<file path="config.mk">
export PLATFORM = sky130hd
export DESIGN_NAME = rtpfu_fifo
export DESIGN_NICKNAME = d
export VERILOG_FILES = /design/src/design/rtpfu_pkg.sv /design/src/design/rtpfu_fifo.sv
export SDC_FILE = /design/constraint.sdc
export NUM_CORES = 2
export LEC_CHECK = 0
export BUFFER_PORTS_ARGS = -buffer_cell sky130_fd_sc_hd__buf_2
export CORE_MARGIN = 1
export CORE_UTILIZATION = 35
export CTS_CLUSTER_SIZE = 28
export DETAILED_ROUTE_END_ITERATION = 7
export PLACE_DENSITY_LB_ADDON = 0.05
export SLEW_MARGIN = 20
export SYNTH_ARGS = -nofsm -noshare
export SYNTH_HDL_FRONTEND = slang
export SYNTH_SLANG_ARGS = --single-unit
</file>
<file path="constraint.sdc">
create_clock -name clk -period 17.6 [get_ports clk]
set_input_delay 4.4 -clock clk [delete_from_list [all_inputs] [get_ports clk]]
set_output_delay 4.4 -clock clk [all_outputs]
set_load 0.01 [all_outputs]
</file>
<file path="src/design/rtpfu_pkg.sv">
package rtpfu_pkg;

	// 90 kHz media clock, capture time in microseconds.
	localparam int CLOCK_RATE_HZ = 90000;
	localparam int RATE_W        = $clog2(CLOCK_RATE_HZ + 1);
	localparam int PROD_W        = 32 + RATE_W;
	localparam int US_PER_SEC    = 1000000;
	localparam logic [63:0] ROUND_BIAS = 64'(US_PER_SEC / 2);

	// One million is 2^6 times an odd factor; the shift is free, the odd factor
	// is divided out 16 quotient bits at a time by a reciprocal multiply.
	localparam int DIV_SHIFT   = 6;
	localparam int DIV_ODD     = US_PER_SEC >> DIV_SHIFT;
	localparam int DIG_W       = 16;
	localparam int REM_W       = $clog2(DIV_ODD);
	localparam int V_W         = REM_W + DIG_W;
	localparam int RECIP_SHIFT = 44;
	localparam int RECIP_W     = 31;
	localparam logic [RECIP_W-1:0] RECIP_MUL =
		RECIP_W'((64'd1 << RECIP_SHIFT) / 64'(DIV_ODD));
	localparam int MQ_W        = V_W + RECIP_W;
	localparam int TS_STAGES   = 12;

	localparam int QUEUE_DEPTH = 16;
	localparam int QPTR_W      = $clog2(QUEUE_DEPTH);
	localparam int QCNT_W      = $clog2(QUEUE_DEPTH + 1);

	localparam logic [10:0] MAX_PAYLOAD_RST = 11'd1200;
	localparam logic [7:0]  NRI_MASK        = 8'h60;
	localparam logic [7:0]  TYPE_MASK       = 8'h1f;
	localparam logic [7:0]  FU_A_TYPE       = 8'd28;
	localparam logic [7:0]  FU_START        = 8'h80;
	localparam logic [7:0]  FU_END          = 8'h40;
	localparam logic [5:0]  END_HINT_VAL    = 6'd33;

	typedef enum logic [2:0] {
		CFG_MAX_PAYLOAD   = 3'd0,
		CFG_PAYLOAD_TYPE  = 3'd1,
		CFG_SSRC          = 3'd2,
		CFG_FIRST_RTP_SEQ = 3'd3,
		CFG_FIRST_TSEQ    = 3'd4,
		CFG_BASE_TS       = 3'd5
	} cfg_reg_e;

	typedef struct packed {
		logic [7:0]         nal_byte;
		logic [15:0]        nal_length;
		logic               unit_last_nal;
		logic signed [63:0] capture_us;
		logic [1:0]         frame_kind;
	} nal_item_t;

	typedef struct packed {
		logic [7:0]         out_byte;
		logic               packet_first;
		logic               packet_last;
		logic               run_last;
		logic               marker_bit;
		logic [15:0]        rtp_seq;
		logic [15:0]        transport_seq;
		logic [31:0]        stamp_90k;
		logic signed [63:0] capture_time_out;
		logic [1:0]         frame_kind_out;
		logic [5:0]         end_hint;
	} pkt_item_t;

	typedef struct packed {
		nal_item_t   item;
		logic [31:0] ts;
	} q_entry_t;

	typedef struct packed {
		logic        rtp_ld;
		logic        tseq_ld;
		logic [15:0] value;
	} seq_load_t;

endpackage

</file>
<file path="src/design/rtpfu_fifo.sv">
module rtpfu_fifo (
	input  logic                clk,
	input  logic                arst_n,
	input  logic                push,
	input  rtpfu_pkg::q_entry_t push_entry,
	input  logic                pop,
	output logic                head_valid,
	output rtpfu_pkg::q_entry_t head
);
	import rtpfu_pkg::*;

	q_entry_t          mem_q [QUEUE_DEPTH];
	logic [QPTR_W-1:0] wr_ptr_q, rd_ptr_q;
	logic [QCNT_W-1:0] count_q;

	assign head_valid = count_q != '0;
	assign head       = mem_q[rd_ptr_q];

	always_ff @(posedge clk or negedge arst_n) begin
		if (!arst_n) begin
			wr_ptr_q <= '0;
			rd_ptr_q <= '0;
			count_q  <= '0;
		end else begin
			if (push) begin
				wr_ptr_q <= (wr_ptr_q == QPTR_W'(QUEUE_DEPTH - 1)) ? '0 : wr_ptr_q + QPTR_W'(1);
			end
			if (pop) begin
				rd_ptr_q <= (rd_ptr_q == QPTR_W'(QUEUE_DEPTH - 1)) ? '0 : rd_ptr_q + QPTR_W'(1);
			end
			case ({push, pop})
				2'b10:   count_q <= count_q + QCNT_W'(1);
				2'b01:   count_q <= count_q - QCNT_W'(1);
				default: count_q <= count_q;
			endcase
		end
	end

	always_ff @(posedge clk) begin
		if (push) begin
			mem_q[wr_ptr_q] <= push_entry;
		end
	end

	a_no_overflow: assert property (@(posedge clk) disable iff (!arst_n)
		!(push && count_q == QCNT_W'(QUEUE_DEPTH)))
		else $error("queue written while full");

	a_no_underflow: assert property (@(posedge clk) disable iff (!arst_n)
		!(pop && count_q == '0))
		else $error("queue read while empty");

endmodule

</file>
==> flow_summary_export.csv <==
group,metric,value,unit
worst_setup_path,arrival,5.70,ns
synthesis,synth_compound_area_frac,0.0261,
detailed_routing,vias_after_detailed_routing,34200,
clock_network,clk_transition_reported_paths,0.06,ns
clock_network,cts_buffer_depth,3,
detailed_routing,drtAntennaViolNets,0,
synthesis,synth_sequential_area_ratio,0.801,
final_layout,drive_above_1_share,0.307,
timing,final-setup-viol-count,0,
timing,setup_tns,0,ns
worst_setup_path,critPathCaptureType,"output port",
placed_design,finalWeightedCongestion,0.688,
detailed_routing,post_drt_wl_per_cell,30.5,microns
synthesis,synth.net_count,3238,
clock_network,tritoncts.num_buffers,212,
global_routing,grtUsageTotal,0.184,
synthesis,synth_area_leader_cell,"edfxtp_1",
timing,finalHoldViolCount,0,
timing,unrepaired_setup_endpoints_after_global_routing,"no",
clock_network,cts.repair.resized,0,
synthesis,post_synthesis_simple_gate_area_fraction,0.00942,
synthesis,synthesis.area,0.0742,sq mm
worst_setup_path,crit_type,"reg -> out",
synthesis,netlist_top_cells_area,"edfxtp_1, mux4_2, a22oi_1",
clock_network,post_cts_hold_buffers,0,
global_routing,grt.overflow.total,0,
min_path,min-delay-start,"count_q[4]$_DFFE_PN0P_",
floorplanning,boundaryPins,251,
detailed_routing,drtPass1Iterations,5,
min_path,min-delay-path-class,"reg -> reg",
synthesis,yosys_warnings,0,
timing,finalMaxSlewViolations,0,
synthesis,post_synth_inst_count,3102,
floorplanning,floorplan.die.height,462,microns
worst_setup_path,worst_ep_required_time,13.20,ns
flow_run,max_cap_viol_count,0,
power_and_ir_drop,vdd_ir_drop_max,0.128,mV
global_routing,antenna_found_initial,58,
synthesis,synth_top_family_by_area,"multiplexers",
power_and_ir_drop,p_per_area,156,mW/mm^2
clock_network,post_cts_buffers,0,
synthesis,top_cell_type_s_share_of_synthesized_area,0.796,
detailed_routing,initial_drc_count,2840,
floorplanning,die_area,0.214,sq mm
final_layout,layout.cells.most_common_list,"edfxtp_1, mux4_2, buf_2, a22oi_1, clkbuf_16",
timing,timing.fmax,0.0990,GHz
final_layout,final.fill_count,18500,
clock_network,root_buffer,"clkbuf_16",
synthesis,synthDistinctLibCells,31,
placed_design,count_of_buffers_from_port_buffering,250,
timing,worst_slew_margin_rel,0.275,
synthesis,post_synth_edffs,1968,
synthesis,synth-adder-area-share,0.00152,
clock_network,clk_latency,0.84,ns
final_layout,nets,3599,
worst_setup_path,critical_path.startpoint,"rd_ptr_q[2]$_DFFE_PN0P_",
final_layout,mostFrequentLayoutCell,"edfxtp_1",
worst_setup_path,cp_max_fo,63,
detailed_routing,vias_per_cell,5.30,
global_routing,pin_count_of_the_biggest_net_entering_global_routing,133,
placed_design,detailed_place_hpwl,93200,microns
floorplanning,initial_core_util,0.353,
synthesis,synth_seq_cells,1981,
power_and_ir_drop,power.leakage,26.9,nW
synthesis,async_reset_ff_frac,0.00656,
floorplanning,die_width,462,microns
detailed_routing,route.detailed.drc,0,
clock_network,cts.sink_count,1981,
synthesis,ys_dominant_reg_cell,"edfxtp_1",
power_and_ir_drop,power,13.3,mW
timing,skew,0.0316,ns
final_layout,synthToLayoutAreaGrowth,15.0,%
synthesis,synthXorXnorAreaFrac,0.000944,
floorplanning,core_area,0.210,sq mm
floorplanning,std_cell_rows,168,
worst_setup_path,critical_path.reg2reg.startpoint,"wr_ptr_q[0]$_DFFE_PN0P_",
global_routing,global_route_wire_length_before_repair,279000,microns
clock_network,cts.htree.levels,4,
status,status,"finished clean",
timing,layout_worst_path_cycle_share,0.574,
clock_network,cts_tree,"built",
synthesis,synth_mux_area_frac,0.150,
timing,period_minus_slack,10.10,ns
global_routing,first_global_vias,37400,
timing,worst-slew-pin-transition,1.09,ns
detailed_routing,wirelength_routed,197000,microns
synthesis,synth_area_per_inst,23.9,sq um
worst_setup_path,timing.critical_path.from_type,"flop",
[path summary, 6_finish.rpt]
check                                          end  slack, ns  depth (start not counted)
setup / recovery                          head[99]       7.50                          7
hold / removal              count_q[4]$_DFFE_PN0P_       0.48                          1
setup reg to reg            mem_q[7][83]$_DFFE_PP_      13.78                          5
hold reg to reg             count_q[4]$_DFFE_PN0P_       0.48                          1
max in group asynchronous  rd_ptr_q[2]$_DFFE_PN0P_      13.85                          1
min in group asynchronous   count_q[0]$_DFFE_PN0P_       3.46                          1
[report_power, final]
part / switching (mW) / internal [mW]
Sequential: 0.137 / 5.60
Combinational: 1.98 / 1.46
Clock: 1.79 / 2.33
Total: 3.90 / 9.39
[cells by family (layout without fill, tap and decap cells)]
group / after synthesis / in the layout
xor gates and xnor gates: 8 / 8
adders and majority gates: 9 / 9
DFF: 1981 / 1981
muxes: 495 / 495
and+or+nand+nor: 173 / 173
other: 0 / 6
buffers and inverters: 174 / 707
AOI/OAI and AO/OA: 262 / 262
[metal layers]
metal,vias to the layer above,GRT usage,part of all wire
met5,-,0,0.0011
met4,36,0.0468,0.021
met3,317,0.0355,0.051
met2,830,0.316,0.51
met1,18900,0.238,0.42
li1,14100,-,-
[cell type report]
type	count	area [sq um]	area share
diodes	6	15.0	0.000176
clock inverters	117	761	0.00891
multi-input cells	947	14100	0.165
flip-flops and latches	1981	59400	0.696
well taps	2805	3510	0.0411
clock buffers	269	5630	0.0660
inverters	4	15.0	0.000176
repair buffers	317	1940	0.0227
[critical path, stage by stage (launching register included)]
cell and delay [ns]:
dfrtp_4 1.04, buf_4 0.92, buf_4 0.90, buf_4 0.84, mux4_2 0.41, a22oi_1 0.26
nand2_1 0.15, buf_2 0.17
[stage by stage]
stage / std cells / utilization / worst slack, ns / cell area (sq um) / hold slack, ns
3_5_place_dp: 6054 / 0.376 / 8.27 / 79000 / 0.462
4_1_cts: 6440 / 0.406 / 7.32 / 85400 / 0.476
3_3_place_gp: 6054 / 0.376 / 8.36 / 79000 / 0.467
2_1_floorplan: 3102 / - / 3.70 / 74200 / 0.443
6_report: 6446 / 0.406 / 7.50 / 85400 / 0.477
5_1_grt: 6442 / 0.406 / 7.17 / 85400 / 0.516
[synth_stat cells, drive strengths merged (4+ instances only)]
master and count:
edfxtp 1968, mux4 492, a22oi 246, nand2 135, buf 90, clkbuf 80
nor2 16, dfrtp 13, ha 9, o21ai 8, nand2b 5, nor3 5
xor2 5, a21oi 4, inv 4
[registers in the layout (all words and copies together) (netlist names)]
register,count
mem_q,1968
count_q,5
rd_ptr_q,4
wr_ptr_q,4
(Power assumes the default switching activity.)
