## src/design/rtpfu_pkg.sv

```systemverilog
package rtpfu_pkg;

	// 90 kHz media clock, capture time in microseconds.
	localparam int CLOCK_RATE_HZ = 90000;
	localparam int RATE_W        = $clog2(CLOCK_RATE_HZ + 1);
	localparam int PROD_W        = 32 + RATE_W;
	localparam int US_PER_SEC    = 1000000;
	localparam logic [63:0] ROUND_BIAS = 64'(US_PER_SEC / 2);

	// One million is 2^6 times an odd factor; the shift is free, the odd factor
	// is divided out 16 quotient bits at a time by a reciprocal multiply.
	localparam int DIV_SHIFT   = 6;
	localparam int DIV_ODD     = US_PER_SEC >> DIV_SHIFT;
	localparam int DIG_W       = 16;
	localparam int REM_W       = $clog2(DIV_ODD);
	localparam int V_W         = REM_W + DIG_W;
	localparam int RECIP_SHIFT = 44;
	localparam int RECIP_W     = 31;
	localparam logic [RECIP_W-1:0] RECIP_MUL =
		RECIP_W'((64'd1 << RECIP_SHIFT) / 64'(DIV_ODD));
	localparam int MQ_W        = V_W + RECIP_W;
	localparam int TS_STAGES   = 12;

	localparam int QUEUE_DEPTH = 16;
	localparam int QPTR_W      = $clog2(QUEUE_DEPTH);
	localparam int QCNT_W      = $clog2(QUEUE_DEPTH + 1);

	localparam logic [10:0] MAX_PAYLOAD_RST = 11'd1200;
	localparam logic [7:0]  NRI_MASK        = 8'h60;
	localparam logic [7:0]  TYPE_MASK       = 8'h1f;
	localparam logic [7:0]  FU_A_TYPE       = 8'd28;
	localparam logic [7:0]  FU_START        = 8'h80;
	localparam logic [7:0]  FU_END          = 8'h40;
	localparam logic [5:0]  END_HINT_VAL    = 6'd33;

	typedef enum logic [2:0] {
		CFG_MAX_PAYLOAD   = 3'd0,
		CFG_PAYLOAD_TYPE  = 3'd1,
		CFG_SSRC          = 3'd2,
		CFG_FIRST_RTP_SEQ = 3'd3,
		CFG_FIRST_TSEQ    = 3'd4,
		CFG_BASE_TS       = 3'd5
	} cfg_reg_e;

	typedef struct packed {
		logic [7:0]         nal_byte;
		logic [15:0]        nal_length;
		logic               unit_last_nal;
		logic signed [63:0] capture_us;
		logic [1:0]         frame_kind;
	} nal_item_t;

	typedef struct packed {
		logic [7:0]         out_byte;
		logic               packet_first;
		logic               packet_last;
		logic               run_last;
		logic               marker_bit;
		logic [15:0]        rtp_seq;
		logic [15:0]        transport_seq;
		logic [31:0]        stamp_90k;
		logic signed [63:0] capture_time_out;
		logic [1:0]         frame_kind_out;
		logic [5:0]         end_hint;
	} pkt_item_t;

	typedef struct packed {
		nal_item_t   item;
		logic [31:0] ts;
	} q_entry_t;

	typedef struct packed {
		logic        rtp_ld;
		logic        tseq_ld;
		logic [15:0] value;
	} seq_load_t;

endpackage

```

## src/design/rtpfu_back.sv

```systemverilog
module rtpfu_back (
	input  logic                 clk,
	input  logic                 arst_n,
	input  logic                 head_valid,
	input  rtpfu_pkg::q_entry_t  head,
	output logic                 pop,
	input  logic [10:0]          max_payload,
	input  rtpfu_pkg::seq_load_t seq_load,
	output logic                 pkt_valid,
	input  logic                 pkt_ready,
	output rtpfu_pkg::pkt_item_t pkt_data
);
	import rtpfu_pkg::*;

	typedef enum logic [1:0] {
		RK_IND  = 2'd0,
		RK_FUH  = 2'd1,
		RK_DATA = 2'd2
	} res_kind_e;

	logic [15:0] pos_q, pos_d;
	logic [10:0] fill_q, fill_d;
	logic [7:0]  hdr_q;
	logic [31:0] ts_q;
	logic [15:0] rtp_q, tseq_q;
	logic [1:0]  cnt_q;
	logic        pkt_valid_q;
	pkt_item_t   pkt_q, pkt_d;

	logic        whole, last_byte, final_frag, pkt_last_frag, adv_seq;
	logic [10:0] chunk, room;
	logic [1:0]  nres;
	logic        last_res, load, done;
	res_kind_e   kind;
	logic [31:0] ts_use;
	logic [15:0] len;

	assign len        = head.item.nal_length;
	assign whole      = len <= 16'(max_payload);
	assign last_byte  = (17'(pos_q) + 17'd1) >= 17'(len);
	assign chunk      = (max_payload < 11'd3) ? 11'd1 : max_payload - 11'd2;
	assign room       = (fill_q < chunk) ? chunk - fill_q : 11'd1;
	assign final_frag = (17'(pos_q) + 17'(room)) >= 17'(len);
	assign pkt_last_frag = last_byte || ((12'(fill_q) + 12'd1) >= 12'(chunk));
	assign ts_use     = (pos_q == 16'd0) ? head.ts : ts_q;

	// A fragmented unit's header byte gives nothing; the first byte of each
	// fragment is preceded by the FU indicator and FU header.
	always_comb begin
		if (whole) begin
			nres = 2'd1;
		end else if (pos_q == 16'd0) begin
			nres = 2'd0;
		end else if (fill_q == 11'd0) begin
			nres = 2'd3;
		end else begin
			nres = 2'd1;
		end
	end

	always_comb begin
		kind = RK_DATA;
		if (nres == 2'd3) begin
			case (cnt_q)
				2'd0:    kind = RK_IND;
				2'd1:    kind = RK_FUH;
				default: kind = RK_DATA;
			endcase
		end
	end

	assign last_res = cnt_q == (nres - 2'd1);
	assign load     = head_valid && (nres != 2'd0) && (!pkt_valid_q || pkt_ready);
	assign done     = head_valid && ((nres == 2'd0) || (load && last_res));
	assign pop      = done;

	always_comb begin
		pkt_d.out_byte         = head.item.nal_byte;
		pkt_d.packet_first     = 1'b0;
		pkt_d.packet_last      = 1'b0;
		pkt_d.run_last         = last_res;
		pkt_d.marker_bit       = head.item.unit_last_nal;
		pkt_d.rtp_seq          = rtp_q;
		pkt_d.transport_seq    = tseq_q;
		pkt_d.stamp_90k        = ts_use;
		pkt_d.capture_time_out = head.item.capture_us;
		pkt_d.frame_kind_out   = head.item.frame_kind;
		pkt_d.end_hint         = END_HINT_VAL;
		if (whole) begin
			pkt_d.packet_first = pos_q == 16'd0;
			pkt_d.packet_last  = last_byte;
		end else begin
			pkt_d.marker_bit = head.item.unit_last_nal && final_frag;
			pkt_d.end_hint   = final_frag ? END_HINT_VAL : 6'd0;
			case (kind)
				RK_IND: begin
					pkt_d.out_byte     = (hdr_q & NRI_MASK) | FU_A_TYPE;
					pkt_d.packet_first = 1'b1;
				end
				RK_FUH: begin
					pkt_d.out_byte = ((pos_q == 16'd1) ? FU_START : 8'd0) |
						(final_frag ? FU_END : 8'd0) | (hdr_q & TYPE_MASK);
				end
				default: begin
					pkt_d.packet_last = pkt_last_frag;
				end
			endcase
		end
	end

	always_comb begin
		adv_seq = 1'b0;
		fill_d  = 11'd0;
		pos_d   = last_byte ? 16'd0 : pos_q + 16'd1;
		if (whole) begin
			adv_seq = last_byte;
		end else if (pos_q != 16'd0) begin
			adv_seq = pkt_last_frag;
			fill_d  = pkt_last_frag ? 11'd0 : fill_q + 11'd1;
		end
	end

	always_ff @(posedge clk or negedge arst_n) begin
		if (!arst_n) begin
			pos_q       <= '0;
			fill_q      <= '0;
			hdr_q       <= '0;
			ts_q        <= '0;
			rtp_q       <= '0;
			tseq_q      <= '0;
			cnt_q       <= '0;
			pkt_valid_q <= 1'b0;
		end else begin
			if (load) begin
				pkt_valid_q <= 1'b1;
				cnt_q       <= last_res ? 2'd0 : cnt_q + 2'd1;
			end else if (pkt_ready) begin
				pkt_valid_q <= 1'b0;
			end
			if (done) begin
				pos_q  <= pos_d;
				fill_q <= fill_d;
				if (pos_q == 16'd0) begin
					ts_q  <= head.ts;
					hdr_q <= head.item.nal_byte;
				end
				if (adv_seq) begin
					rtp_q  <= rtp_q + 16'd1;
					tseq_q <= tseq_q + 16'd1;
				end
			end
			if (seq_load.rtp_ld) begin
				rtp_q <= seq_load.value;
			end
			if (seq_load.tseq_ld) begin
				tseq_q <= seq_load.value;
			end
		end
	end

	always_ff @(posedge clk) begin
		if (load) begin
			pkt_q <= pkt_d;
		end
	end

	assign pkt_valid = pkt_valid_q;
	assign pkt_data  = pkt_q;

	a_cnt_range: assert property (@(posedge clk) disable iff (!arst_n)
		cnt_q != 2'd3)
		else $error("result counter out of range");

	a_cnt_rewind: assert property (@(posedge clk) disable iff (!arst_n)
		(load && last_res) |=> (cnt_q == 2'd0))
		else $error("result counter not cleared after last result");

endmodule

```

## config.mk

```make
export PLATFORM = sky130hd
export DESIGN_NAME = rtpfu_back
export DESIGN_NICKNAME = d
export VERILOG_FILES = /design/src/design/rtpfu_pkg.sv /design/src/design/rtpfu_back.sv
export SDC_FILE = /design/constraint.sdc
export NUM_CORES = 1
export LEC_CHECK = 0
export BUFFER_PORTS_ARGS = -buffer_cell sky130_fd_sc_hd__clkbuf_2
export CELL_PAD_IN_SITES_DETAIL_PLACEMENT = 0
export CELL_PAD_IN_SITES_GLOBAL_PLACEMENT = 1
export CORE_AREA = 2 2 178 180
export DETAILED_ROUTE_END_ITERATION = 8
export DIE_AREA = 0 0 180 182
export PLACE_DENSITY_LB_ADDON = 0.1
export SYNTH_ARGS = -nofsm -noshare
export SYNTH_HDL_FRONTEND = slang
export SYNTH_SLANG_ARGS = --single-unit
```

## constraint.sdc

```tcl
create_clock -name clk -period 8.65 [get_ports clk]
set_input_delay 1.2975 -clock clk [delete_from_list [all_inputs] [get_ports clk]]
set_output_delay 1.2975 -clock clk [all_outputs]
set_load 0.02 [all_outputs]
```

==> qor.csv <==
stage,metric,value,unit
setup_path,cp_slowest_cell,or4_1,
timing,period_share,92.8,%
grt,grt_usage,20.7,%
synth,ys_seq_area_share,53.4,%
grt,grt_pass1_wl,54000,microns
synth,avgSynthCellArea,11.0,sq um
clocking,cts_sinks,244,
pwr,power_leakage,7.06,nW
layout,mostFrequentLayoutCells,"300 x clkbuf_2, 170 x nand2_1, 143 x edfxtp_1",
detailed_routing,wl_met2,16400,microns
setup_path,rrSetupSlack,2120,ps
setup_path,crit_path_max_fanout,7,
synth,ys_seq_elements,244,
clocking,numCtsBuffers,28,
clocking,cts-resized-gates,0,
placed_design,gp_congestion,0.854,
floorplan,io_pins,306,
synth,ys_async_sr_fraction,41.4,%
pwr,cellPowerDensity,266,nW/um^2
pwr,p_switching,0.00142,W
detailed_routing,vias_per_cell,5.13,
pwr,p_comb_share,32.1,%
grt,antenna_found_initial,2,
min_path,hp-start,rtp_q[15],
setup_path,critPathArrivalTime,8320,ps
layout,area_growth_syn_to_layout,22.1,%
clocking,clkSlewWorstSetupHoldPaths,60,ps
detailed_routing,vias,9677,
detailed_routing,wl_met1,16100,microns
pwr,p_sw_share,34.2,%
synth,synth_cell_type_count,68,
status,status,completed,
grt,grt_overflow,0,
placed_design,numPortBuffers,301,
synth,syn-cell-area,12800,sq um
detailed_routing,drc_errors,0,
detailed_routing,wl_met3,1870,microns
synth,synth-main-ff-cell,edfxtp_1,
clocking,clockRootBuffer,clkbuf_16,
detailed_routing,top_layer,met5,
timing,setup_viol,0,
setup_path,setup.worst_path.start_class,input port,
timing,drv_slew,0,
detailed_routing,drt_iter0_drc,655,
pwr,power.total,0.00414,W
clocking,cts_hold_buffers,0,
timing,hold_viol_final,0,
min_path,hold_depth,0,
synth,synthCells,1164,
setup_path,cpPeakStageDelay,430,ps
clocking,cts_buffer_depth,3,
floorplan,fp-row-count,65,
synth,synth.yosys.warnings,0,
setup_path,crit_top_cell,o21ai_0,
pwr,p_clk_share,27.9,%
timing,fmaxAchievable,0.125,GHz
setup_path,worst-r2r-cell-count,30,
layout,layout_commonest_cell,clkbuf_2,
timing,tightestPinTransition,898,ps
timing,whs,469,ps
pwr,pwr-share-seq,39.9,%
clocking,post-cts-setup-buffer-count,0,
layout,layout-drive-gt1-share,27.5,%
layout,final_net_count,1709,
clocking,h-tree-depth,1,
pwr,ir_drop,164,uV
min_path,hold_class,flip-flop to flip-flop,
setup_path,path_delay_family,compound AO/OA/AOI/OAI gates,
clocking,clock_latency,550,ps
setup_path,path_buf_inv,4,
setup_path,crit_required,8940,ps
setup_path,endpoint_kind,flip-flop,
min_path,hold_end,pkt_data[135],
floorplan,die_area,32800,sq um
setup_path,r2r_end,pkt_data[136],
floorplan,die_w,180,microns
floorplan,die_h,182,microns
placed_design,dp_hpwl,26400,microns
floorplan,start_util,41.2,%
pwr,intPower,0.00272,W
setup_path,critPathKind,input port to flip-flop,
detailed_routing,wl_per_cell,18.5,microns
detailed_routing,drt-total-wl,34900,microns
grt,grt_max_degree,58,
setup_path,timing.rr.start,fill_q[1],
timing,fin_worst_skew,16.5,ps
timing,fin_crit,8030,ps
timing,relSlewSlack,40.0,%
detailed_routing,ant_nets,0,
clocking,cts_tree,yes,
detailed_routing,firstDrtPassIters,7,
grt,grt_pass1_vias,9406,
synth,synth_edf_count,143,
floorplan,core_area,31000,sq um
flow_run,drv_cap,0,
==> sequential cells by signal (all words and copies together), names as in the netlist <==
register	cells
cnt_q	2
fill_q	11
hdr_q	7
pkt_data	143
pkt_valid	1
pos_q	16
rtp_q	16
ts_q	32
tseq_q	16
==> synth_stat cells, drive strengths merged (3+ instances only) <==
| master | count | area share (%) |
|---|---|---|
| a2111oi | 3 | 0.21 |
| and3 | 29 | 1.4 |
| nor2 | 45 | 1.4 |
| or4 | 5 | 0.32 |
| o31ai | 8 | 0.47 |
| a211oi | 7 | 0.41 |
| edfxtp | 143 | 34 |
| or3 | 7 | 0.34 |
| buf | 19 | 0.90 |
| or2 | 12 | 0.59 |
| o21a | 10 | 0.59 |
| and2 | 5 | 0.25 |
| xnor2 | 36 | 2.5 |
| nand3 | 29 | 1.2 |
| mux2i | 3 | 0.33 |
| a22o | 6 | 0.41 |
| nor4 | 14 | 0.69 |
| o21ai | 70 | 2.7 |
| nand2 | 170 | 5.0 |
| nor3 | 15 | 0.59 |
| nor2b | 9 | 0.44 |
| a31oi | 6 | 0.29 |
| a21oi | 41 | 1.7 |
| o211ai | 3 | 0.18 |
| o31a | 4 | 0.27 |
| a21o | 13 | 0.76 |
| dfrtp | 101 | 20 |
| ha | 88 | 8.6 |
| clkbuf | 29 | 0.85 |
| xor2 | 35 | 2.4 |
| o41ai | 3 | 0.21 |
| inv | 77 | 2.3 |
| nand4 | 39 | 1.9 |
| o22a | 3 | 0.21 |
| nand2b | 8 | 0.39 |
| mux2 | 38 | 3.4 |
| and4 | 6 | 0.41 |
==> kinds of logic after synthesis <==
| family | after synthesis | share of synthesized area (%) |
|---|---|---|
| compound gates | 193 | 9.66 |
| xor+xnor | 71 | 4.87 |
| fa+ha+maj | 90 | 8.94 |
| buf+inv | 126 | 4.05 |
| flops | 244 | 53.4 |
| mux | 41 | 3.69 |
| other cells | 1 | 0.0294 |
| simple gates | 398 | 15.3 |
==> power groups by stage <==
stage / sequential, W / clock, W / combinational, W
floorplan: 0.00174 / 0 / 0.000856
global placement: 0.00167 / 0 / 0.00132
detailed placement: 0.00168 / 0 / 0.00133
CTS: 0.00165 / 0.00118 / 0.00134
global route: 0.00168 / 0.00123 / 0.00149
finish: 0.00165 / 0.00116 / 0.00133
==> final cells by class <==
class                   instances  area (sq um)
fillers                      2885         15400
flip-flops and latches        244          6820
multi-input cells             797          5450
repair buffers                314          1610
clock buffers                  41           779
well taps                     402           503
inverters                      78           293
clock inverters                11           130
diodes                          1          2.50
==> layer usage <==
layer / vias to the layer above / track usage (%)
met4: 2 / 3.61
met5: - / 0
li1: 4779 / -
met2: 260 / 34.1
met1: 4603 / 29.2
met3: 33 / 3.57
==> how the worst max path moves through the flow <==
stage / startpoint / end / slack, ps / cells after the start
2_1_floorplan: max_payload[4] / pkt_data[136] / 780 / 35
3_3_place_gp: max_payload[4] / pkt_data[136] / 230 / 35
3_5_place_dp: max_payload[4] / pkt_data[136] / 30 / 36
4_1_cts: max_payload[4] / pkt_data[136] / 580 / 36
5_1_grt: max_payload[4] / pkt_data[136] / -20 / 36
6_report: max_payload[4] / pkt_data[136] / 620 / 36
==> worst register-to-register path: cells and delay by family, from the launching register on <==
kind / cells / cell delay, ps
compound gates: 15 / 2980
flops: 1 / 420
xor+xnor: 1 / 160
fa+ha+maj: 4 / 1130
simple gates: 8 / 1350
buf+inv: 2 / 260
==> stage by stage <==
stage	setup slack, ps	cells	instance area [sq um]	utilization [%]	setup TNS [ps]
after CTS	584	1887	15600	50.3	0
after detailed placement	27.5	1835	14700	47.3	0
final	625	1888	15600	50.3	0
after global routing	-16.1	1887	15600	50.3	-18.7
after global placement	231	1835	14700	47.3	0
after floorplan	785	1167	12800	-	0
No activity file was read; power rests on OpenSTA's default activity.
